`src/scm_pkg.sv`:
```
package scm_pkg;

    localparam logic [31:0] CNT_MAX = 32'hFFFF_FFFF;

    typedef enum logic [1:0] {
        CMD_INSERT = 2'd0,
        CMD_FIND   = 2'd1,
        CMD_DELETE = 2'd2,
        CMD_NONE   = 2'd3
    } t_cmd;

    typedef struct packed {
        logic [1:0]  cmd;
        logic [31:0] key;
        logic [31:0] remove_count;
    } t_in_item;

    typedef struct packed {
        logic        status;
        logic [31:0] count_result;
        logic [6:0]  unique_entries;
        logic [31:0] total_copies;
    } t_out_item;

    // One decoded item as it waits between the front and the back.
    typedef struct packed {
        t_cmd        cmd;
        logic [31:0] key;
        logic [31:0] remove_count;
    } t_job;

endpackage

```
`src/scm_front.sv`:
```
module scm_front
    import scm_pkg::*;
(
    input  logic     i_clk,
    input  logic     i_rst_n,
    input  logic     push,
    output logic     full,
    input  t_in_item i_item,
    output t_job     o_job,
    output logic     o_job_valid,
    input  logic     i_job_take
);

    t_job       r_q [2];
    logic       r_wr;
    logic       r_rd;
    logic [1:0] r_cnt;
    t_job       n_job;
    logic       w_push;
    logic       w_take;

    always_comb begin
        n_job.key          = i_item.key;
        n_job.remove_count = i_item.remove_count;
        case (i_item.cmd)
            CMD_INSERT: n_job.cmd = CMD_INSERT;
            CMD_FIND:   n_job.cmd = CMD_FIND;
            CMD_DELETE: n_job.cmd = CMD_DELETE;
            default:    n_job.cmd = CMD_NONE;
        endcase
    end

    assign full        = (r_cnt == 2'd2);
    assign w_push      = push && !full;
    assign o_job_valid = (r_cnt != 2'd0);
    assign w_take      = i_job_take && o_job_valid;
    assign o_job       = r_q[r_rd];

    always_ff @(posedge i_clk) begin
        if (w_push) begin
            r_q[r_wr] <= n_job;
        end
        if (!i_rst_n) begin
            r_wr  <= 1'b0;
            r_rd  <= 1'b0;
            r_cnt <= 2'd0;
        end else begin
            if (w_push) begin
                r_wr <= !r_wr;
            end
            if (w_take) begin
                r_rd <= !r_rd;
            end
            r_cnt <= r_cnt + 2'(w_push) - 2'(w_take);
        end
    end

endmodule

```
`config.mk`:
```
export PLATFORM = sky130hd
export DESIGN_NAME = scm_front
export DESIGN_NICKNAME = d
export VERILOG_FILES = /design/src/scm_pkg.sv /design/src/scm_front.sv
export SDC_FILE = /design/constraint.sdc
export NUM_CORES = 1
export LEC_CHECK = 0
export ABC_AREA = 0
export BUFFER_PORTS_ARGS = -buffer_cell sky130_fd_sc_hd__buf_2
export CORE_MARGIN = 3
export CORE_UTILIZATION = 52
export CTS_BUF_LIST = sky130_fd_sc_hd__clkbuf_16
export CTS_CLUSTER_DIAMETER = 60
export CTS_CLUSTER_SIZE = 24
export DETAILED_ROUTE_END_ITERATION = 12
export PLACE_DENSITY_LB_ADDON = 0.3
export SLEW_MARGIN = 20
export SYNTH_ARGS = -nofsm -noshare
export SYNTH_HDL_FRONTEND = slang
export SYNTH_SLANG_ARGS = --single-unit
```
`constraint.sdc`:
```
create_clock -name i_clk -period 5.1 [get_ports i_clk]
set_input_delay 1.02 -clock i_clk [delete_from_list [all_inputs] [get_ports i_clk]]
set_output_delay 1.02 -clock i_clk [all_outputs]
set_load 0.05 [all_outputs]
```
* Word level (Yosys, flattened, before mapping)
Memory sizes are Yosys's and may differ from the RTL's. A register that Yosys moved wholly into a read port is not among the register bits.
Cells that the tools add are included.
** Word-level totals
- Register bits :: 4
- Latch bits :: 0
- Bits in writable memories :: 132
- Bits in read-only memories :: 0
- Input port bits :: 70
- Output and inout bits :: 68
- Word-level logic and storage cells :: 21
- Memories kept :: 1
** Memories
- r_q :: words 2, bits a word 66, read ports 1, clocked after memory_dff 1, write ports 1, line scm_front.sv:14 : t_job r_q [2];
** Operators by class
- $add $sub $neg :: 2
- Multipliers :: 0
- Divide/modulo/power cells :: 0
- Order comparisons :: 0
- Eq/ne operators :: 3
- Shifts and indexed selects :: 0
- Muxes and demuxes :: 5
- Bitwise operators :: 0
- Reduce and logical (&&, ||, !) cells :: 7
** Operator list (count)
- one-hot mux 2 bit (3 select lines) :: 1
- == test 2 bit, second input constant :: 2
- 2-to-1 mux 1 bit :: 4
- logical NOT 1 bit :: 3
- adder 2 x 1 -> 2 bit :: 1
- == test 2 x 1 -> 1 bit, second input constant :: 1
- logical AND 1 bit :: 2
- logical NOT 2 bit :: 1
- nonzero test 2 bit :: 1
- subtractor 2 x 1 -> 2 bit :: 1

* Depth between registers and ports, before layout
Gate-level depths: netlist of the first run.
- Depth in word-level cells :: 5
- Depth in mapped cells :: 8
- Depth with buffers taken out :: 8

* Least setup slack after synthesis of the first run
No wires, ideal clock.
- Path type :: input to register
- Start :: input push
- End :: memory r_q[0][0] (netlist bit), enable pin
- Setup time :: 0.490 ns
- Data arrival time :: 3.872 ns
- Data required time :: 4.610 ns
- Slack :: 0.738 ns
- Stages on the path :: 2
- Path buffers :: 0
- Path through :: nand2_1 -> nor2_1
** On the way
- Longest elaborated chain between the ends :: 3
** RTL lines
- start, declared :: line scm_front.sv:6 : input logic push,
- logical AND 1 bit :: line scm_front.sv:34 : assign w_push = push && !full;
- 2-to-1 mux 1 bit :: line scm_front.sv:40 : if (w_push) begin
- 2-to-1 mux 1 bit (not written as such) :: line scm_front.sv:41 : r_q[r_wr] <= n_job;
- end, declared :: line scm_front.sv:14
Every way passes these cells.

==> impl_metrics.prom, run 1 <==
# TYPE chip_impl_metric gauge
chip_impl_info{name="worstSetupStartpointType",value="register"} 1
chip_impl_metric{name="power.total",unit="mW"} 4.25
chip_impl_metric{name="drt_drc_violations_left",unit=""} 0
chip_impl_metric{name="synth.net_count",unit=""} 306
chip_impl_metric{name="clkSinkCount",unit=""} 137
chip_impl_metric{name="intPower",unit="mW"} 2.72
chip_impl_metric{name="setup_viol",unit=""} 0
chip_impl_metric{name="synth.cell_area",unit="µm²"} 5170
chip_impl_metric{name="slowest_delay",unit="ps"} 640
chip_impl_metric{name="grt_max_degree",unit=""} 67
chip_impl_metric{name="ir_worst_vdd",unit="mV"} 0.519
chip_impl_metric{name="post_cts.resized_instances",unit=""} 0
chip_impl_metric{name="fraction_of_final_layout_cells_sized_beyond_drive_strength_1",unit=""} 0.604
chip_impl_metric{name="drv.max_cap_violation_count",unit=""} 0
chip_impl_metric{name="worst_case_setup_slack_after_placement",unit="ps"} 2240
chip_impl_metric{name="synth_simple_gate_area_frac",unit=""} 0.0126
chip_impl_metric{name="floorplan.core_area",unit="µm²"} 9460
chip_impl_metric{name="slew-limit-headroom",unit=""} 0.298
chip_impl_metric{name="antenna_found_initial",unit=""} 1
chip_impl_metric{name="buffer_ports.inserted",unit=""} 137
chip_impl_metric{name="wl_met2",unit="µm"} 4410
chip_impl_metric{name="die_y",unit="µm"} 106
chip_impl_metric{name="synthesis.area_per_instance",unit="µm²"} 22.1
chip_impl_metric{name="fillerInstances",unit=""} 649
chip_impl_metric{name="worst_skew_pair.late_latency",unit="ps"} 400
chip_impl_info{name="synth_top_family_by_area",value="multiplexers"} 1
chip_impl_metric{name="detailedRoute.firstIterationViolations",unit=""} 94
chip_impl_metric{name="sequentialPowerShare",unit=""} 0.363
chip_impl_metric{name="synth-seq-area-share",unit=""} 0.786
chip_impl_info{name="layout_common_cells",value="137 x buf_2, 132 x edfxtp_1, 40 x mux2_4"} 1
chip_impl_metric{name="maxClockFrequency",unit="MHz"} 334
chip_impl_metric{name="wl_met3",unit="µm"} 681
chip_impl_metric{name="cellLeakagePower",unit="nW"} 2.61
chip_impl_metric{name="worstMarginPinSlew",unit="ps"} 1050
chip_impl_metric{name="fp-row-count",unit=""} 35
chip_impl_metric{name="layout_worst_path_cycle_share",unit=""} 0.588
chip_impl_info{name="worstSetupPathType",value="reg2out"} 1
chip_impl_metric{name="synth.lib_cells_used.distinct",unit=""} 20
chip_impl_metric{name="wl_cell",unit="µm"} 16.3
chip_impl_info{name="slowest_stage",value="dfxtp_4"} 1
chip_impl_metric{name="power_density",unit="nW/µm²"} 644
chip_impl_metric{name="number_of_global_route_vias_before_repair",unit=""} 2703
chip_impl_info{name="cts_root_buffer",value="clkbuf_16"} 1
chip_impl_metric{name="post_dp_cell_area",unit="µm²"} 5970
chip_impl_metric{name="synth_compound_gate_area_share",unit=""} 0.00145
chip_impl_info{name="grt_setup_unrepaired",value="no"} 1
chip_impl_info{name="tritoncts",value="yes"} 1
chip_impl_metric{name="gp_congestion",unit=""} 0.703
chip_impl_metric{name="fp.dieArea",unit="µm²"} 11200
chip_impl_metric{name="layout.nets",unit=""} 456
chip_impl_metric{name="grt_first_pass_wirelength",unit="µm"} 13300
chip_impl_metric{name="insertedDiodeCount",unit=""} 0
chip_impl_metric{name="yosys-mux-area-fraction",unit=""} 0.175
chip_impl_metric{name="synth-seq-cells",unit=""} 137
chip_impl_metric{name="route.antenna.remaining_nets",unit=""} 0
chip_impl_metric{name="global_route.overflow_total",unit=""} 0
chip_impl_metric{name="report.final.slew_viol_count",unit=""} 0
chip_impl_metric{name="routed_wl",unit="µm"} 8550
chip_impl_metric{name="start_util",unit=""} 0.546
chip_impl_metric{name="chip_width",unit="µm"} 106
chip_impl_metric{name="worst_slack",unit="ps"} 2100
chip_impl_metric{name="path_max_fanout",unit=""} 39
chip_impl_info{name="worstPathCellList",value="buf_16, mux2_2, buf_2"} 1
chip_impl_info{name="outcome",value="complete, no violations"} 1
chip_impl_metric{name="layout-area-overhead-vs-synth",unit="%"} 27.8
chip_impl_metric{name="number_of_buffers_created_by_cts",unit=""} 17
chip_impl_info{name="endpoint_kind",value="output pin"} 1
chip_impl_metric{name="cts_htree_levels",unit=""} 4
chip_impl_metric{name="synthCells",unit=""} 234
chip_impl_metric{name="power.clock.fraction",unit=""} 0.291
chip_impl_info{name="top_signal_layer_used",value="met5"} 1
chip_impl_metric{name="switching_power",unit="mW"} 1.53
chip_impl_metric{name="post_dp_hpwl",unit="µm"} 5660
chip_impl_metric{name="worst-endpoint-arrival",unit="ps"} 1980
chip_impl_metric{name="post_cts.repair.setup_buffers",unit=""} 0
chip_impl_metric{name="vias",unit=""} 2593
chip_impl_metric{name="share_comb_of_total_power",unit=""} 0.346
chip_impl_metric{name="p_sw_frac",unit=""} 0.359
chip_impl_metric{name="gr-usage-all-layers",unit=""} 0.159
chip_impl_metric{name="worst-endpoint-required",unit="ps"} 4080
chip_impl_metric{name="yosys_warnings",unit=""} 0
chip_impl_info{name="mostFrequentLayoutCell",value="buf_2"} 1
chip_impl_metric{name="synth-xor-area-share",unit=""} 0.00339
chip_impl_metric{name="fin_skew",unit="ps"} 10.0
chip_impl_metric{name="fin_tns_setup",unit="ps"} 0
chip_impl_metric{name="final_min_period",unit="ps"} 3000
chip_impl_metric{name="clkTransAtPathRegs",unit="ps"} 50
chip_impl_metric{name="clock_tree.buffer_depth",unit=""} 2
chip_impl_metric{name="drt-met1-wl",unit="µm"} 3310
chip_impl_metric{name="final_hold_viol_count",unit=""} 0
chip_impl_metric{name="finalInstanceArea",unit="µm²"} 6600
chip_impl_info{name="min_path_type",value="reg2reg"} 1
chip_impl_metric{name="yosys.area_share.adder",unit=""} 0.00484
chip_impl_metric{name="ctsHoldBuffers",unit=""} 0
chip_impl_metric{name="drt-vias-per-instance",unit=""} 4.94
chip_impl_metric{name="ioPinCount",unit=""} 138
chip_impl_metric{name="final_core_utilization",unit=""} 0.698
chip_impl_metric{name="detail_route.first_pass.iterations",unit=""} 4
==> cells in the mapped netlist <==
| library cell | instances | area (µm²) |
|---|---|---|
| and2_1 | 2 | 12.5 |
| and3_1 | 1 | 6.26 |
| buf_2 | 2 | 10.0 |
| buf_6 | 5 | 56.3 |
| clkbuf_1 | 2 | 7.51 |
| dfxtp_1 | 5 | 100 |
| edfxtp_1 | 132 | 3960 |
| ha_1 | 2 | 25.0 |
| inv_1 | 3 | 11.3 |
| mux2_2 | 26 | 293 |
| mux2_4 | 40 | 601 |
| mux2i_1 | 1 | 10.0 |
| nand2_1 | 2 | 7.51 |
| nand2b_1 | 2 | 12.5 |
| nor2_1 | 4 | 15.0 |
| nor3_1 | 1 | 5.00 |
| o21a_1 | 1 | 7.51 |
| or2_2 | 1 | 6.26 |
| xnor2_1 | 1 | 8.76 |
| xor2_1 | 1 | 8.76 |
==> layer usage <==
metal	up-vias	GRT usage
met5	-	0
met4	2	0.0759
met3	12	0.0649
met2	95	0.260
met1	1267	0.183
li1	1217	-
==> logic make-up (layout without fill, tap and decap cells) <==
family / count (synthesis) / in the layout
buf+inv: 12 / 174
simple gates: 13 / 13
xor+xnor: 2 / 2
compound gates: 1 / 1
fa+ha+maj: 2 / 2
mux: 67 / 67
flops: 137 / 137
==> registers in the layout, summed over array words and instances, names as in the netlist, named ones only <==
signal and flops:
r_q 132, r_cnt 2, r_rd 1, r_wr 1
==> through the flow <==
step / hold slack [ps] / cells
floorplan: 455 / 234
global placement: 494 / 493
detailed placement: 518 / 493
CTS: 541 / 524
global route: 598 / 525
finish: 528 / 525
==> area by class of cell <==
type                            instances  area [µm²]  area share
Sequential cell                       137        4070       0.616
Multi-Input combinational cell         85        1030       0.156
Timing Repair Buffer                  140         728       0.110
Clock buffer                           17         425      0.0644
Clock inverter                         14         181      0.0275
Tap cell                              129         161      0.0244
Inverter                                3        11.3     0.00171
==> worst paths after layout <==
check / start / endpoint / slack (ps) / cells after the start
setup / recovery: register / o_job[2] / 2100 / 3
hold / removal: r_rd / register / 530 / 2
setup reg to reg: r_cnt[0] / r_q[0][52] / 2830 / 4
hold reg to reg: r_rd / register / 530 / 2
==> worst max-delay path: cells and delay by family (launching register included) <==
| family | cells | cell delay, ps |
|---|---|---|
| flops | 1 | 640 |
| mux | 1 | 380 |
| buf+inv | 2 | 500 |
==> power groups by stage <==
stage	registers, mW	logic, mW	clock network, mW
2_1_floorplan	1.52	1.26	0
3_3_place_gp	1.61	1.42	0
3_5_place_dp	1.62	1.42	0
4_1_cts	1.60	1.42	1.26
5_1_grt	1.57	1.54	1.31
6_report	1.54	1.47	1.23
Note: power is estimated with default switching activity, not from simulation.
==> run 2: changes to the inputs <==
ABC_AREA = 1   (was 0)
clock period = 2.9 ns   (was 5.1 ns; I/O delays follow)
==> run 2 against run 1 <==
Effect of this change: global-route usage up 0.18 points; via count increased by 2.4%; critical path type unchanged; setup slack lost 1600 ps; clock skew grew 5.4 ps; utilization increased by 0.66 points; synthesized cell count rose by 4.7%; critical path depth unchanged; count of clock-buffer cells in the layout unchanged.
==> impl_metrics.prom, run 2 <==
# TYPE chip_impl_metric gauge
chip_impl_info{name="outcome",value="complete, no violations"} 1
chip_impl_metric{name="fillerInstances",unit=""} 633
chip_impl_metric{name="synthCells",unit=""} 245
chip_impl_metric{name="cellLeakagePower",unit="nW"} 2.65
chip_impl_info{name="min_path_type",value="in2reg"} 1
chip_impl_metric{name="layout-area-overhead-vs-synth",unit="%"} 28.7
chip_impl_metric{name="cp_num_cells",unit=""} 3
chip_impl_info{name="mostFrequentLayoutCell",value="buf_2"} 1
chip_impl_info{name="yosysMostFrequentCell",value="edfxtp_1"} 1
chip_impl_info{name="worstPathCellList",value="buf_12, mux2_2, buf_2"} 1
chip_impl_metric{name="ir_worst_vdd",unit="mV"} 0.687
chip_impl_info{name="timing.rr.start",value="r_cnt[0]"} 1
chip_impl_info{name="cts_root_buffer",value="clkbuf_16"} 1
chip_impl_metric{name="drt-vias-per-instance",unit=""} 4.93
chip_impl_metric{name="timing.critical_path.buf_inv",unit=""} 2
chip_impl_metric{name="synth-seq-cells",unit=""} 137
chip_impl_metric{name="drv.max_cap_violation_count",unit=""} 0
chip_impl_metric{name="routed_wl",unit="µm"} 8740
chip_impl_metric{name="worst-endpoint-required",unit="ps"} 2320
chip_impl_metric{name="clkSinkCount",unit=""} 137
chip_impl_metric{name="report.final.slew_viol_count",unit=""} 0
chip_impl_metric{name="floorplan.core_area",unit="µm²"} 9460
chip_impl_metric{name="rrSetupSlack",unit="ps"} 1300
chip_impl_metric{name="final-seq-area",unit="µm²"} 4070
chip_impl_info{name="max_flop_register",value="r_q"} 1
chip_impl_metric{name="clkTransAtPathRegs",unit="ps"} 60
chip_impl_info{name="synth_top_cells_by_count",value="132 x edfxtp_1, 40 x mux2_4, 26 x mux2_2"} 1
chip_impl_metric{name="vias",unit=""} 2654
chip_impl_metric{name="ioPinCount",unit=""} 138
chip_impl_metric{name="post_cts.repair.setup_buffers",unit=""} 0
chip_impl_metric{name="power_density",unit="nW/µm²"} 1080
chip_impl_info{name="endpoint_kind",value="output pin"} 1
chip_impl_metric{name="route.antenna.remaining_nets",unit=""} 0
chip_impl_metric{name="synthArstFlopShare",unit=""} 0
chip_impl_metric{name="antenna_found_initial",unit=""} 1
chip_impl_metric{name="ctsHoldBuffers",unit=""} 0
chip_impl_info{name="layout_top_registers",value="r_q x132, r_cnt x2"} 1
chip_impl_metric{name="r2r_cells",unit=""} 5
chip_impl_metric{name="wl_cell",unit="µm"} 16.3
chip_impl_metric{name="die_y",unit="µm"} 106
chip_impl_metric{name="slowest_delay",unit="ps"} 390
chip_impl_metric{name="power.total",unit="mW"} 7.19
chip_impl_info{name="grt_setup_unrepaired",value="no"} 1
chip_impl_info{name="crit_path_end",value="o_job[65]"} 1
chip_impl_metric{name="gr-usage-all-layers",unit=""} 0.161
chip_impl_metric{name="fraction_of_final_layout_cells_sized_beyond_drive_strength_1",unit=""} 0.589
chip_impl_metric{name="synth-seq-area-share",unit=""} 0.785
chip_impl_info{name="worstSetupStartpointType",value="register"} 1
chip_impl_metric{name="synth.net_count",unit=""} 317
chip_impl_metric{name="maxClockFrequency",unit="MHz"} 423
chip_impl_metric{name="multi_input_area",unit="µm²"} 1010
chip_impl_info{name="synthDominantAreaCellType",value="edfxtp_1"} 1
chip_impl_metric{name="final_hold_viol_count",unit=""} 0
chip_impl_info{name="worstSetupPathType",value="reg2out"} 1
chip_impl_metric{name="largest_register_ff_count",unit=""} 132
chip_impl_metric{name="grt_first_pass_wirelength",unit="µm"} 13600
chip_impl_metric{name="synthesis.area_per_instance",unit="µm²"} 21.1
chip_impl_metric{name="start_util",unit=""} 0.547
chip_impl_metric{name="synthDominantCellAreaShare",unit=""} 0.765
chip_impl_metric{name="slew-limit-headroom",unit=""} 0.663
chip_impl_metric{name="gp_congestion",unit=""} 0.707
chip_impl_info{name="netlist_top_cells_area",value="edfxtp_1 77%, mux2_4 12%, mux2_2 5.7%"} 1
chip_impl_metric{name="number_of_global_route_vias_before_repair",unit=""} 2749
chip_impl_metric{name="post_cts.resized_instances",unit=""} 0
chip_impl_metric{name="grt_max_degree",unit=""} 67
chip_impl_metric{name="final_min_period",unit="ps"} 2370
chip_impl_metric{name="detailedRoute.firstIterationViolations",unit=""} 131
chip_impl_metric{name="fin_skew",unit="ps"} 15.4
chip_impl_metric{name="layout_worst_path_cycle_share",unit=""} 0.816
chip_impl_metric{name="global_route.overflow_total",unit=""} 0
chip_impl_metric{name="synth-edff-count",unit=""} 132
chip_impl_metric{name="insertedDiodeCount",unit=""} 0
chip_impl_metric{name="path_max_fanout",unit=""} 61
chip_impl_metric{name="drt_drc_violations_left",unit=""} 0
chip_impl_metric{name="chip_width",unit="µm"} 106
chip_impl_metric{name="clock_tree.buffer_depth",unit=""} 2
chip_impl_info{name="tritoncts",value="yes"} 1
chip_impl_metric{name="setup_viol",unit=""} 0
chip_impl_metric{name="fin_tns_setup",unit="ps"} 0
chip_impl_metric{name="cts_htree_levels",unit=""} 4
chip_impl_metric{name="number_of_buffers_created_by_cts",unit=""} 17
chip_impl_metric{name="yosys_warnings",unit=""} 0
chip_impl_metric{name="layout.nets",unit=""} 468
chip_impl_metric{name="detail_route.first_pass.iterations",unit=""} 4
chip_impl_info{name="slowest_stage",value="dfxtp_4"} 1
chip_impl_metric{name="post_dp_hpwl",unit="µm"} 5760
chip_impl_metric{name="worst-endpoint-arrival",unit="ps"} 1790
chip_impl_metric{name="synth.cell_area",unit="µm²"} 5180
chip_impl_metric{name="worstMarginPinSlew",unit="ps"} 505
chip_impl_info{name="synth-main-ff-cell",value="edfxtp_1"} 1
chip_impl_metric{name="fp-row-count",unit=""} 35
chip_impl_metric{name="synth.lib_cells_used.distinct",unit=""} 13
chip_impl_metric{name="worst_skew_pair.late_latency",unit="ps"} 400
chip_impl_metric{name="fp.dieArea",unit="µm²"} 11200
chip_impl_info{name="layout_common_cells",value="137 x buf_2, 132 x edfxtp_1, 40 x mux2_4"} 1
chip_impl_metric{name="buffer_ports.inserted",unit=""} 137
chip_impl_info{name="reg2reg_to",value="r_q[0][25]"} 1
chip_impl_info{name="crit_family",value="buffers and inverters"} 1
run 2: changes by cell type after synthesis, moves of 2 or more:
cell      previous run  this run
and2_1               2         0
a21oi_1              0         2
nand2_1              2         9
nand2b_1             2         0
nor2_1               4         8
inv_1                3         9
nand3_1              0         3
run 2: worst min-delay path by stage:
stage,from,slack (ps),end,depth (start not counted)
floorplan,r_rd,470,register,2
global placement,r_rd,490,r_rd,2
detailed placement,r_rd,510,register,2
CTS,i_item[16],350,r_q[0][16],1
global route,i_item[20],350,r_q[1][20],1
finish,i_item[18],360,r_q[0][18],1
run 2: cell families after synthesis:
group	synth area share
AOI/OAI and AO/OA	0.00193
adders and majority gates	0.00483
buffers and inverters	0.0208
DFF	0.785
muxes	0.173
and+or+nand+nor	0.0152
run 2: stage by stage:
stage               cells  instance area [µm²]   util  worst slack [ps]  hold WS, ps
global route          538                 6670  0.705               468          348
finish                538                 6670  0.705               535          361
CTS                   538                 6670  0.705               501          347
detailed placement    506                 6020  0.636               938          510
floorplan             245                 5180      -               109          467
global placement      506                 6020  0.636               963          486
run 2: cell type report:
type	count	area share
clock inverters	15	0.0332
well taps	129	0.0242
flip-flops and latches	137	0.610
repair buffers	141	0.111
multi-input cells	90	0.152
inverters	9	0.00507
clock buffers	17	0.0638
run 2: report_power, final:
group / total (mW) / internal [mW] / switching (mW)
clock network: 2.31 / 1.53 / 0.777
registers: 2.61 / 2.52 / 0.0891
logic: 2.28 / 0.683 / 1.60
total: 7.19 / 4.73 / 2.46
run 2: layer usage:
metal | routed length [µm] | GRT usage | up-vias | part of all wire
met5 | 13 | 0 | - | 0.0015
met4 | 89 | 0.0611 | 2 | 0.010
met3 | 642 | 0.0618 | 9 | 0.073
met2 | 4550 | 0.270 | 106 | 0.52
met1 | 3450 | 0.189 | 1285 | 0.39
li1 | - | - | 1252 | -
==> run 3: changes to the inputs <==
CORE_UTILIZATION = 47   (was 52)
clock period = 2.05 ns   (was 2.9 ns; I/O delays follow)
==> run 3 against run 2 <==
Effect of this change: critical path depth is the same; non-clock buffer count grew 3; combinational power grew 48%; sequential cell count is the same; clock skew shrank 8.0 ps; largest power group unchanged.
==> impl_metrics.prom, run 3 (synthesized netlist as in run 2, its figures left out) <==
# TYPE chip_impl_metric gauge
chip_impl_info{name="outcome",value="complete, no violations"} 1
chip_impl_metric{name="placedCellCount",unit=""} 515
chip_impl_metric{name="clkSinkCount",unit=""} 137
chip_impl_metric{name="ioPinCount",unit=""} 138
chip_impl_metric{name="path_max_fanout",unit=""} 27
chip_impl_metric{name="slew-limit-headroom",unit=""} 0.749
chip_impl_metric{name="finalInstanceArea",unit="µm²"} 6790
chip_impl_metric{name="ir_worst_vdd",unit="mV"} 0.955
chip_impl_metric{name="insertedDiodeCount",unit=""} 0
chip_impl_metric{name="post_dp_hpwl",unit="µm"} 5980
chip_impl_metric{name="die_y",unit="µm"} 111
chip_impl_info{name="endpoint_kind",value="output pin"} 1
chip_impl_info{name="layout_common_cells",value="132 x edfxtp_1, 125 x buf_2, 40 x mux2_4"} 1
chip_impl_metric{name="layout_worst_path_cycle_share",unit=""} 0.994
chip_impl_metric{name="cts_htree_levels",unit=""} 4
chip_impl_metric{name="detailedRoute.firstIterationViolations",unit=""} 131
chip_impl_info{name="timing.rr.start",value="r_cnt[0]"} 1
chip_impl_metric{name="gr-usage-all-layers",unit=""} 0.148
chip_impl_metric{name="clock_tree.buffer_depth",unit=""} 2
chip_impl_metric{name="floorplan.core_area",unit="µm²"} 10500
chip_impl_info{name="min_delay_worst_endpoint",value="r_q[0][60]"} 1
chip_impl_metric{name="fin_tns_setup",unit="ps"} 0
chip_impl_metric{name="timing.critical_path.buf_inv",unit=""} 2
chip_impl_metric{name="hold_ws",unit="ps"} 199
chip_impl_info{name="tritoncts",value="yes"} 1
chip_impl_metric{name="route.antenna.remaining_nets",unit=""} 0
chip_impl_info{name="worstPathCellList",value="buf_12, mux2_2, buf_2"} 1
chip_impl_metric{name="post_dp_cell_area",unit="µm²"} 6070
chip_impl_info{name="hold_path_start",value="i_item[60]"} 1
chip_impl_metric{name="drt_drc_violations_left",unit=""} 0
chip_impl_metric{name="cellLeakagePower",unit="nW"} 2.68
chip_impl_metric{name="layout.nets",unit=""} 471
chip_impl_metric{name="hold_depth",unit=""} 1
chip_impl_metric{name="stdcell_count",unit=""} 548
chip_impl_metric{name="setup_viol",unit=""} 0
chip_impl_info{name="slowest_stage",value="dfxtp_4"} 1
chip_impl_metric{name="drv.max_cap_violation_count",unit=""} 0
chip_impl_metric{name="worst_slack",unit="ps"} 11.5
chip_impl_metric{name="layout-area-overhead-vs-synth",unit="%"} 31.0
chip_impl_metric{name="power_density",unit="nW/µm²"} 1520
chip_impl_metric{name="global_route.overflow_total",unit=""} 0
chip_impl_info{name="crit_family",value="buffers and inverters"} 1
chip_impl_metric{name="final_core_utilization",unit=""} 0.646
chip_impl_metric{name="grt_max_degree",unit=""} 41
chip_impl_metric{name="start_util",unit=""} 0.493
chip_impl_metric{name="worst-endpoint-arrival",unit="ps"} 1630
chip_impl_info{name="max_flop_register",value="r_q"} 1
chip_impl_metric{name="number_of_buffers_created_by_cts",unit=""} 17
chip_impl_metric{name="fraction_of_final_layout_cells_sized_beyond_drive_strength_1",unit=""} 0.590
chip_impl_info{name="worstSetupStartpointType",value="register"} 1
chip_impl_info{name="grt_setup_unrepaired",value="yes"} 1
chip_impl_metric{name="worstMarginPinSlew",unit="ps"} 376
chip_impl_metric{name="post_cts.repair.setup_buffers",unit=""} 0
chip_impl_metric{name="report.final.slew_viol_count",unit=""} 0
chip_impl_metric{name="final_min_period",unit="ps"} 2040
chip_impl_metric{name="rrSetupSlack",unit="ps"} 450
chip_impl_metric{name="power.total",unit="mW"} 10.3
chip_impl_metric{name="detail_route.first_pass.iterations",unit=""} 4
chip_impl_metric{name="slowest_delay",unit="ps"} 420
chip_impl_metric{name="chip_width",unit="µm"} 111
chip_impl_info{name="mostFrequentLayoutCell",value="edfxtp_1"} 1
chip_impl_info{name="layout_top_registers",value="r_q x132, r_cnt x2"} 1
chip_impl_metric{name="antenna_found_initial",unit=""} 0
chip_impl_metric{name="fin_skew",unit="ps"} 7.44
chip_impl_metric{name="final_hold_viol_count",unit=""} 0
chip_impl_metric{name="drt-vias-per-instance",unit=""} 4.88
chip_impl_metric{name="gp_congestion",unit=""} 0.744
chip_impl_metric{name="worst_skew_pair.late_latency",unit="ps"} 400
chip_impl_metric{name="r2r_cells",unit=""} 10
chip_impl_metric{name="vias",unit=""} 2675
chip_impl_metric{name="number_of_global_route_vias_before_repair",unit=""} 2825
chip_impl_metric{name="wl_cell",unit="µm"} 16.5
chip_impl_metric{name="clkTransAtPathRegs",unit="ps"} 60
chip_impl_metric{name="maxClockFrequency",unit="MHz"} 491
chip_impl_metric{name="fp-row-count",unit=""} 37
chip_impl_metric{name="buffer_ports.inserted",unit=""} 137
chip_impl_info{name="worstSetupPathType",value="reg2out"} 1
chip_impl_info{name="reg2reg_to",value="r_cnt[1]"} 1
chip_impl_metric{name="largest_register_ff_count",unit=""} 132
chip_impl_metric{name="worst-endpoint-required",unit="ps"} 1640
chip_impl_metric{name="grt_first_pass_wirelength",unit="µm"} 14000
chip_impl_metric{name="fp.dieArea",unit="µm²"} 12300
chip_impl_info{name="min_path_type",value="in2reg"} 1
chip_impl_metric{name="worst_case_setup_slack_after_placement",unit="ps"} 403
chip_impl_metric{name="routed_wl",unit="µm"} 9060
chip_impl_info{name="cts_root_buffer",value="clkbuf_16"} 1
[run 3: timing repair]
item	4_1_cts	5_1_grt
setup endpoints to repair	8	27
gates cloned	0	1
hold endpoints to repair	0	0
hold buffers	0	0
resized for setup	12	3
[run 3: area by class of cell]
type / count / area (µm²)
clock buffers: 17 / 425
flip-flops and latches: 137 / 4070
clock inverters: 15 / 224
fillers: 739 / 3720
repair buffers: 144 / 847
well taps: 136 / 170
inverters: 9 / 37.5
multi-input cells: 90 / 1010
[run 3: worst reg2reg max path, delay by kind of cell (launching register included)]
kind | cells | cell delay (ps)
AO/OA/AOI/OAI | 1 | 140
adder cells (fa/ha/maj) | 2 | 470
buffers and inverters | 3 | 160
flip-flops | 1 | 360
AND/OR/NAND/NOR | 4 | 360
[run 3: how the worst max path moves through the flow]
| stage | start | to | depth (start not counted) |
|---|---|---|---|
| 4_1_cts | register | o_job[4] | 3 |
| 2_1_floorplan | r_cnt[0] | r_q[0][0] | 4 |
| 3_3_place_gp | register | o_job[6] | 3 |
| 3_5_place_dp | register | o_job[4] | 3 |
| 6_report | register | o_job[23] | 3 |
| 5_1_grt | register | o_job[24] | 3 |
[run 3: power breakdown]
part | switching [mW] | internal [mW]
registers | 0.130 | 3.56
clock network | 1.10 | 2.16
logic | 2.29 | 1.09
[run 3: per-layer routing]
layer,vias to the layer above,wire length [µm],global-route usage
li1,1256,-,-
met1,1306,3720,0.175
met2,100,4580,0.247
met3,13,623,0.0551
met4,0,143,0.0542
met5,-,0,0
